## src/hw/rtl/sfd_pkg.sv

```systemverilog
// Shared types and constants for the serial frame decoder.
// No dependencies; used by sfd_if, sfd_decode, sfd_out_stage and the top level.
`timescale 1ns / 1ps

package sfd_pkg;

  localparam logic [7:0] CONT_BIT   = 8'h80;
  localparam logic [7:0] EVENT_CHAR = 8'h5e;

  typedef enum logic [1:0] {
    STATUS_OK       = 2'd0,
    STATUS_TOO_LONG = 2'd1,
    STATUS_BAD_CMD  = 2'd2
  } status_t;

  typedef struct packed {
    status_t     status;
    logic        chan_flag;
    logic [4:0]  index;
    logic [31:0] value;
  } result_t;

endpackage

```

## src/hw/rtl/sfd_if.sv

```systemverilog
// Handshake interfaces for received bytes and decoded results.
// Depends on sfd_pkg for the status type.
`timescale 1ns / 1ps

interface sfd_rx_if;
  logic       valid;
  logic       ready;
  logic [7:0] rx_byte;

  modport source (output valid, output rx_byte, input ready);
  modport sink   (input valid, input rx_byte, output ready);
endinterface

interface sfd_res_if;
  logic             valid;
  logic             ready;
  sfd_pkg::status_t status;
  logic             chan_flag;
  logic [4:0]       index;
  logic [31:0]      value;

  modport source (output valid, output status, output chan_flag, output index,
                  output value, input ready);
  modport sink   (input valid, input status, input chan_flag, input index,
                  input value, output ready);
endinterface

```

## src/hw/rtl/sfd_in_stage.sv

```systemverilog
// Input register: holds one received byte until the decoder takes it.
// Depends on sfd_rx_if.
`timescale 1ns / 1ps

module sfd_in_stage (
  input  logic       clk,
  input  logic       rst,
  sfd_rx_if.sink     rx,
  input  logic       take,
  output logic       valid,
  output logic [7:0] rx_byte
);

  assign rx.ready = !valid || take;

  always_ff @(posedge clk) begin
    if (rst) begin
      valid <= 1'b0;
    end else if (rx.ready) begin
      valid <= rx.valid;
    end
  end

  always_ff @(posedge clk) begin
    if (rx.valid && rx.ready) begin
      rx_byte <= rx.rx_byte;
    end
  end

endmodule

```

## src/hw/rtl/sfd_decode.sv

```systemverilog
// Frame state and single-pass decode of one byte per cycle while take is high.
// Depends on sfd_pkg.
`timescale 1ns / 1ps

module sfd_decode #(
  parameter int MAX_FRAME_BYTES = 6
) (
  input  logic             clk,
  input  logic             rst,
  input  logic             cfg_we,
  input  logic             cfg_wdata,
  input  logic             take,
  input  logic [7:0]       rx_byte,
  output logic             emit,
  output sfd_pkg::result_t result
);

  localparam logic [2:0] MaxLen = 3'(MAX_FRAME_BYTES);

  logic        drop_event_char;
  logic [2:0]  byte_count;
  logic [31:0] accumulator;
  logic [2:0]  byte_count_next;
  logic [31:0] accumulator_next;
  logic [2:0]  length;
  logic [1:0]  sel;

  assign length = byte_count + 3'd1;
  assign sel    = rx_byte[6:5];

  always_comb begin
    emit              = 1'b0;
    result            = '0;
    result.status     = sfd_pkg::STATUS_OK;
    byte_count_next   = 3'd0;
    accumulator_next  = 32'd0;
    if ((rx_byte & sfd_pkg::CONT_BIT) != 8'd0) begin
      if (length < MaxLen) begin
        byte_count_next  = length;
        accumulator_next = {accumulator[24:0], rx_byte[6:0]};
      end else begin
        emit          = 1'b1;
        result.status = sfd_pkg::STATUS_TOO_LONG;
      end
    end else if (byte_count == 3'd0) begin
      // lone byte: digital value, dropped event char or bad command
      if (!sel[1]) begin
        emit         = 1'b1;
        result.index = rx_byte[4:0];
        result.value = {31'd0, sel[0]};
      end else if (!(rx_byte == sfd_pkg::EVENT_CHAR && drop_event_char)) begin
        emit          = 1'b1;
        result.status = sfd_pkg::STATUS_BAD_CMD;
      end
    end else begin
      emit             = 1'b1;
      result.chan_flag = 1'b1;
      result.index     = rx_byte[4:0];
      result.value     = {accumulator[29:0], sel};
    end
  end

  always_ff @(posedge clk) begin
    if (rst) begin
      drop_event_char <= 1'b1;
      byte_count      <= 3'd0;
      accumulator     <= 32'd0;
    end else begin
      if (cfg_we) begin
        drop_event_char <= cfg_wdata;
      end
      if (take) begin
        byte_count  <= byte_count_next;
        accumulator <= accumulator_next;
      end
    end
  end

  a_count_range: assert property (@(posedge clk) disable iff (rst)
    byte_count < MaxLen)
    else $error("frame byte count out of range");

  a_restart: assert property (@(posedge clk) disable iff (rst)
    take && emit |=> byte_count == 3'd0 && accumulator == 32'd0)
    else $error("parser not restarted after a result");

  a_err_zero: assert property (@(posedge clk) disable iff (rst)
    emit && result.status != sfd_pkg::STATUS_OK |->
      !result.chan_flag && result.index == 5'd0 && result.value == 32'd0)
    else $error("error result carries payload");

  a_chan_ok: assert property (@(posedge clk) disable iff (rst)
    emit && result.chan_flag |-> result.status == sfd_pkg::STATUS_OK)
    else $error("channel result with error status");

endmodule

```

## src/hw/rtl/sfd_out_stage.sv

```systemverilog
// Result register: holds one decoded result until the sink takes it.
// Depends on sfd_pkg and sfd_res_if.
`timescale 1ns / 1ps

module sfd_out_stage (
  input  logic             clk,
  input  logic             rst,
  input  logic             load,
  input  sfd_pkg::result_t result,
  output logic             free,
  sfd_res_if.source        res
);

  sfd_pkg::result_t held;

  assign free          = !res.valid || res.ready;
  assign res.status    = held.status;
  assign res.chan_flag = held.chan_flag;
  assign res.index     = held.index;
  assign res.value     = held.value;

  always_ff @(posedge clk) begin
    if (rst) begin
      res.valid <= 1'b0;
    end else if (free) begin
      res.valid <= load;
    end
  end

  always_ff @(posedge clk) begin
    if (free && load) begin
      held <= result;
    end
  end

endmodule

```

## src/hw/rtl/serial_frame_decoder.sv

```systemverilog
// Serial frame decoder top level.
// Depends on sfd_pkg, sfd_if, sfd_in_stage, sfd_decode and sfd_out_stage.
`timescale 1ns / 1ps

// Takes one received byte per clock cycle unless the result register is
// full, and gives at most one result per byte. A byte waits in the input
// register and is decoded into the result register, which offers the result on res.
// The rate is set by the frame state (byte count and 32-bit accumulator),
// which is updated once for every byte taken. A byte that produces no result
// (continuation or dropped event char) still passes the decode stage and
// waits in the input register while the result register is full.
// drop_event_char resets to 1 and is written through cfg_we/cfg_wdata.
module serial_frame_decoder #(
  parameter int MAX_FRAME_BYTES = 6
) (
  input  logic      clk,
  input  logic      rst,
  input  logic      cfg_we,
  input  logic      cfg_wdata,
  sfd_rx_if.sink    rx,
  sfd_res_if.source res
);

  logic             in_valid;
  logic [7:0]       in_byte;
  logic             out_free;
  logic             take;
  logic             emit;
  sfd_pkg::result_t result;

  assign take = in_valid && out_free;

  sfd_in_stage u_in (
    .clk     (clk),
    .rst     (rst),
    .rx      (rx),
    .take    (take),
    .valid   (in_valid),
    .rx_byte (in_byte)
  );

  sfd_decode #(
    .MAX_FRAME_BYTES (MAX_FRAME_BYTES)
  ) u_decode (
    .clk       (clk),
    .rst       (rst),
    .cfg_we    (cfg_we),
    .cfg_wdata (cfg_wdata),
    .take      (take),
    .rx_byte   (in_byte),
    .emit      (emit),
    .result    (result)
  );

  sfd_out_stage u_out (
    .clk    (clk),
    .rst    (rst),
    .load   (take && emit),
    .result (result),
    .free   (out_free),
    .res    (res)
  );

endmodule
```

## src/flat_wrapper.sv

```systemverilog
// flat-port wrapper written by rule: the top's interface ports become plain ports
module serial_frame_decoder_flat 
#(
  parameter int MAX_FRAME_BYTES = 6
)
  (clk, rst, cfg_we, cfg_wdata, rx_valid, rx_rx_byte, rx_ready, res_valid, res_status, res_chan_flag, res_index, res_value, res_ready);
  sfd_rx_if rx_i ();
  sfd_res_if res_i ();
  input  logic clk;
  input  logic rst;
  input  logic cfg_we;
  input  logic cfg_wdata;
  input wire logic [$bits(rx_i.valid)-1:0] rx_valid;
  input wire logic [$bits(rx_i.rx_byte)-1:0] rx_rx_byte;
  output wire logic [$bits(rx_i.ready)-1:0] rx_ready;
  output wire logic [$bits(res_i.valid)-1:0] res_valid;
  output wire logic [$bits(res_i.status)-1:0] res_status;
  output wire logic [$bits(res_i.chan_flag)-1:0] res_chan_flag;
  output wire logic [$bits(res_i.index)-1:0] res_index;
  output wire logic [$bits(res_i.value)-1:0] res_value;
  input wire logic [$bits(res_i.ready)-1:0] res_ready;
  assign rx_i.valid = rx_valid;
  assign rx_i.rx_byte = rx_rx_byte;
  assign rx_ready = rx_i.ready;
  assign res_valid = res_i.valid;
  assign res_status = res_i.status;
  assign res_chan_flag = res_i.chan_flag;
  assign res_index = res_i.index;
  assign res_value = res_i.value;
  assign res_i.ready = res_ready;
  serial_frame_decoder #(.MAX_FRAME_BYTES(MAX_FRAME_BYTES)) u_core (.clk(clk), .rst(rst), .cfg_we(cfg_we), .cfg_wdata(cfg_wdata), .rx(rx_i), .res(res_i));
endmodule
```

## config.mk

```make
export PLATFORM = sky130hd
export DESIGN_NAME = serial_frame_decoder_flat
export DESIGN_NICKNAME = d
export VERILOG_FILES = /design/src/hw/rtl/sfd_pkg.sv /design/src/hw/rtl/sfd_if.sv /design/src/hw/rtl/sfd_in_stage.sv /design/src/hw/rtl/sfd_decode.sv /design/src/hw/rtl/sfd_out_stage.sv /design/src/hw/rtl/serial_frame_decoder.sv /design/src/flat_wrapper.sv
export SDC_FILE = /design/constraint.sdc
export NUM_CORES = 1
export LEC_CHECK = 0
export ABC_AREA = 1
export BUFFER_PORTS_ARGS = -buffer_cell sky130_fd_sc_hd__buf_4
export CORE_MARGIN = 10
export CORE_UTILIZATION = 30
export CTS_CLUSTER_DIAMETER = 60
export DETAILED_ROUTE_END_ITERATION = 8
export GPL_ROUTABILITY_DRIVEN = 0
export HOLD_SLACK_MARGIN = 0.05
export SLEW_MARGIN = 25
export SYNTH_ARGS = -nofsm -noshare
export SYNTH_HDL_FRONTEND = slang
export SYNTH_HIERARCHICAL = 1
export SYNTH_SLANG_ARGS = --single-unit
```

## constraint.sdc

```tcl
create_clock -name clk -period 3.6 [get_ports clk]
set_input_delay 0.36 -clock clk [delete_from_list [all_inputs] [get_ports clk]]
set_output_delay 0.36 -clock clk [all_outputs]
set_load 0.02 [all_outputs]
```

# Word-level counts from Yosys, hierarchy flattened
# Cells that the tools add are included.
[totals] wordCells=40 regBits=84 output_inout_bits=42 inputBits=14
[op_classes] n_mux=17 n_eq_ne=1 n_addsub=1 reduce_logical=10 magnitude_cmp=1
[op_table] cell="$mux 37" count=2
[op_table] cell="$mux 30" count=2
[op_table] cell="$eq 8x7->1 const B" count=1
[op_table] cell="$mux 2" count=4
[op_table] cell="$mux 1" count=7
[op_table] cell="$mux 3" count=2
[op_table] cell="$logic_and 1x1->1" count=5
[op_table] cell="$add 3x1->3 const B" count=1
[op_table] cell="$logic_not 3->1" count=1
[op_table] cell="$lt 3x3->1 const B" count=1
[op_table] cell="$logic_not 1->1" count=2
[op_table] cell="$logic_or 1x1->1" count=2

# Depth between registers and ports, before layout
[logic_depth] depth_word=8 ltp_mapped=12 mapped_depth_nobuf=11

# Hierarchy
# Netlist, hierarchy kept.
[by_module_without_submodules] mod="sfd_decode" seq_area_each_um2=680.7 cells_per_inst=289 area_each_um2=1794.2 n_inst=1
[by_module_without_submodules] mod="sfd_out_stage" seq_area_each_um2=1221.2 cells_per_inst=46 area_each_um2=1248.7 n_inst=1
[by_module_without_submodules] mod="sfd_in_stage" seq_area_each_um2=260.2 cells_per_inst=14 area_each_um2=287.8 n_inst=1
[by_module_without_submodules] mod="serial_frame_decoder" seq_area_each_um2=0.0 cells_per_inst=4 area_each_um2=17.5 n_inst=1

# Least setup slack after synthesis
# Ideal clock, no wire load.
[synth_path] path_type="reg-to-reg" startpoint="reg u_core.u_decode.byte_count[0]" endpoint="reg u_core.u_out.held (netlist bit u_core/u_out/res.chan_flag) (enable)" t_arrival_ns=3.246 period_less_slack_ns=3.696 n_path_buf=1 required_ns=3.149 stages_incl_launch_ff=12 setup_time_ns=0.451 slack_ns=-0.096 cell_sequence="dfxtp_1 -> inv_1 -> ha_1 -> nand3_2 -> buf_6 -> nand2_1 -> nand2_1 -> inv_1 -> inv_1 -> nor2_2 -> inv_1 -> a21oi_1"
[synth_between] elab_chain_cells=6 elab_cells_between_ends=8 cone_classes="1 x add/sub; 1 x order compare; 3 x mux; 3 x reduce/logical"
[synth_rtl] element="start: declaration" line_no="sfd_decode.sv:21" rtl="logic [2:0] byte_count;"
[synth_rtl] element="start signal: assignment" line_no="sfd_decode.sv:73" rtl="byte_count <= byte_count_next;"
[synth_rtl] element="$add 3x1->3" line_no="sfd_decode.sv:28" rtl="assign length = byte_count + 3'd1;"
[synth_rtl] element="$lt 3x3->1" line_no="sfd_decode.sv:38" rtl="if (length < MaxLen) begin"
[synth_rtl] element="$mux 1" line_no="sfd_decode.sv:38"
[synth_rtl] element="$mux 1 *" line_no="sfd_decode.sv:37" rtl="if ((rx_byte & sfd_pkg::CONT_BIT) != 8'd0) begin"
[synth_rtl] element="net u_core.emit" line_no="serial_frame_decoder.sv:28" rtl="logic emit;"
[synth_rtl] element="$logic_and 1x1->1 *" line_no="serial_frame_decoder.sv:58" rtl=".load (take && emit),"
[synth_rtl] element="$logic_and 1x1->1 *" line_no="sfd_out_stage.sv:31" rtl="if (free && load) begin"
[synth_rtl] element="end signal: assignment" line_no="sfd_out_stage.sv:32" rtl="held <= result;"
[synth_rtl] element="end: declaration" line_no="sfd_out_stage.sv:14" rtl="sfd_pkg::result_t held;"
# The timed path passes the listed nets; every way through them passes the cells marked *.
# A chain may end at the register's enable or synchronous reset.

# Worst setup path after layout
[layout_path] startpoint="reg u_core.u_decode.byte_count[0]" endpoint="reg u_core.u_out.held (netlist bit u_core/u_out/res.value[11]) (enable)"
# The elaborated chain is that of the path after synthesis.

==> results.toml <==
[cells_and_area]
num_antenna_cells = 0
layout.nets = 421
drive_above_1_share = 0.217
fillCellCount = 1103
post-route-util = 0.372
area_delta_synth_final_pct = 21.0

[clocking]
cts.htree.levels = 3
cts.repair.resized = 0
cts_root_buf = "clkbuf_8"
cts_buffer_depth = 2
numCtsBuffers = 9
post_cts_buffers = 0
path_clk_slew_ns = 0.09
cts_hold_buffers = 0
cts.sinks = 84
clk_latency_ns = 0.35
cts_tree = "built"

[pwr]
powerDensity_nw_per_um2 = 467
p_sw_frac = 0.248
p_sw_uw = 468
power.total_uw = 1890
internal_power_uw = 1420
leakagePower_uw = 0.00147
combPwrFrac = 0.074
pwr-share-seq = 0.558
clockPowerShare = 0.367
ir_drop_mv = 0.225

[die]
die_y_um = 126
die_area_um2 = 15800
ios = 56
core_um2 = 10900
initial_core_util = 0.308
fp.dieW_um = 126
rows = 38

[yosys]
syn_avg_cell_area_um2 = 9.49
synth.top_cell.area_share = 0.430
synth_top_cells_by_count = "80 x nand2_1, 72 x nor2_1, 48 x edfxtp_1, 42 x inv_1"
synth_area_leader_cell = "edfxtp_1"
synth_enable_flop_cells = 48
synth.distinct_cells = 25
syn_nets = 369
synthFlopType = "edfxtp_1"
ys_warn_count = 6
ys_seq_elements = 84
yosysMostFrequentCell = "nand2_1"
synthTopCellsByArea = "edfxtp_1 43%, dfxtp_1 22%, nand2_1 9.0%"
syn-cell-area_um2 = 3350
ys_seq_area_frac = 0.646
async_flop_share = 0
synthCells = 353

[global_route]
antenna_found_initial = 0
grt_use_total = 0.0875
grt_overflow = 0
grt_pass1_wl_um = 11400
grt_max_degree = 41
grt_pass1_vias = 2291

[setup_path]
reg2reg_depth = 12
reg2reg_from = "u_core/u_decode/byte_count[0]$_SDFFE_PP0P_"
cp.arrival_ns = 2.39
rrSetupSlack_ns = 1.20
crit_path_start_kind = "register"
crit_type = "register to register"
critPathMaxFanout = 40
timing.rr.end = "u_core/u_out/res.value[11]$_DFFE_PP_"
crit_path_end = "u_core/u_out/res.value[11]$_DFFE_PP_"
worstSetupStartpoint = "u_core/u_decode/byte_count[0]$_SDFFE_PP0P_"
end_kind = "register"
required_ns = 3.59

[detailed_routing]
wl_um = 6850
ant_nets = 0
via_per_inst = 4.25
firstDrtPassIters = 4
avgRoutedWirePerCell_um = 12.5
drc = 0
num_vias = 2339
drt_first_iter_violations = 132

[sta]
hold_slack_ns = 0.180
setup_violations = 0
skew_ns = 0.00704
fin_ws_ns = 1.20
fin_crit_ns = 2.40
fmax_mhz = 417
tightest_slew_ns = 0.985
rsz0062_at_grt = "false"
tns_ns = 0
slew_headroom = 0.343
period_share = 0.666
hold_viol = 0
maxSlewViolCount = 0

[placed_design]
port_buffers = 55
hpwlAfterDp_um = 4660
post-place-ws_ns = 1.22

[hold_path]
holdPathStages = 1
hold_class = "primary input to register"
min-delay-start = "rx_rx_byte[5]"

[run_status]
status = "complete, no violations"

[job]
drv_cap = 0
[metrics by stage]
stage | instance area [um2] | cells
6_report | 4050 | 550
5_1_grt | 4050 | 550
4_1_cts | 4050 | 550
3_5_place_dp | 3850 | 534
3_3_place_gp | 3850 | 534
2_1_floorplan | 3350 | 353
[registers in the layout (all words and copies together), names as in the netlist]
| name | cells |
|---|---|
| u_core/u_out/res.value | 32 |
| u_core/u_out/res.valid | 1 |
| u_core/u_out/res.chan_flag | 1 |
| u_core/u_decode/drop_event_char | 1 |
| u_core/u_decode/accumulator | 30 |
| u_core/u_in/valid | 1 |
| u_core/u_out/res.index | 5 |
| u_core/u_decode/byte_count | 3 |
| u_core/u_out/res.status | 2 |
| u_core/u_in/rx_byte | 8 |
[worst max-delay path, cell delays in order, from the launching register on]
cell and delay [ns]:
dfxtp_1 0.34, inv_1 0.07, ha_1 0.33, nand3_2 0.08, buf_4 0.24, nand2_1 0.09, nand2_1 0.06, inv_1 0.05
inv_1 0.04, nor2_2 0.08, inv_1 0.08, a21oi_4 0.11, buf_4 0.45
[layout make-up]
cell class              instances  area (um2)  area share
flip-flops and latches         84        2160       0.533
repair buffers                 57         428       0.106
inverters                      47         176      0.0435
clock buffers                   9         124      0.0306
multi-input cells             206         906       0.224
clock inverters                 7        81.3      0.0201
well taps                     140         175      0.0432
[worst min path at each step]
stage                                                              end  slack, ns
final                                 u_core/u_in/rx_byte[5]$_DFFE_PP_       0.18
after global routing                  u_core/u_in/rx_byte[5]$_DFFE_PP_       0.15
after CTS                             u_core/u_in/rx_byte[4]$_DFFE_PP_       0.16
after detailed placement  u_core/u_decode/drop_event_char$_SDFFE_PP1P_       0.46
after global placement    u_core/u_decode/accumulator[10]$_SDFFE_PP0P_       0.45
after floorplan                         u_core/u_in/valid$_SDFFE_PP0P_       0.42
[kinds of logic (layout without fill, tap and decap cells)]
logic type / after synthesis / after routing / share of synthesized area
DFF: 84 / 84 / 0.646
adders and majority gates: 2 / 2 / 0.00747
buffers and inverters: 63 / 120 / 0.0871
and+or+nand+nor: 162 / 162 / 0.192
AOI/OAI and AO/OA: 42 / 42 / 0.0673
[layout by cell type, fill, tap and decap left out, types with 2 or more instances in the layout]
cell / n
edfxtp_1: 48
inv_2: 5
buf_4: 57
a21oi_2: 2
nor2_1: 72
inv_8: 2
clkbuf_8: 9
ha_1: 2
nand2_2: 3
inv_6: 2
dfxtp_1: 36
inv_1: 42
a21oi_1: 35
nand3_1: 2
nand2_1: 80
[per-layer routing]
layer / GRT usage / part of all wire
met5: 0 / 0
met4: 0.0305 / 0.011
met3: 0.0378 / 0.076
met2: 0.126 / 0.44
met1: 0.114 / 0.47
[power by group through the flow]
stage	registers, uW	clock network (uW)	logic, uW
3_5_place_dp	1080	0	143
5_1_grt	1060	767	155
6_report	1060	695	141
2_1_floorplan	1100	0	72.2
4_1_cts	1060	721	143
3_3_place_gp	1080	0	140
(Power assumes the default switching activity.)
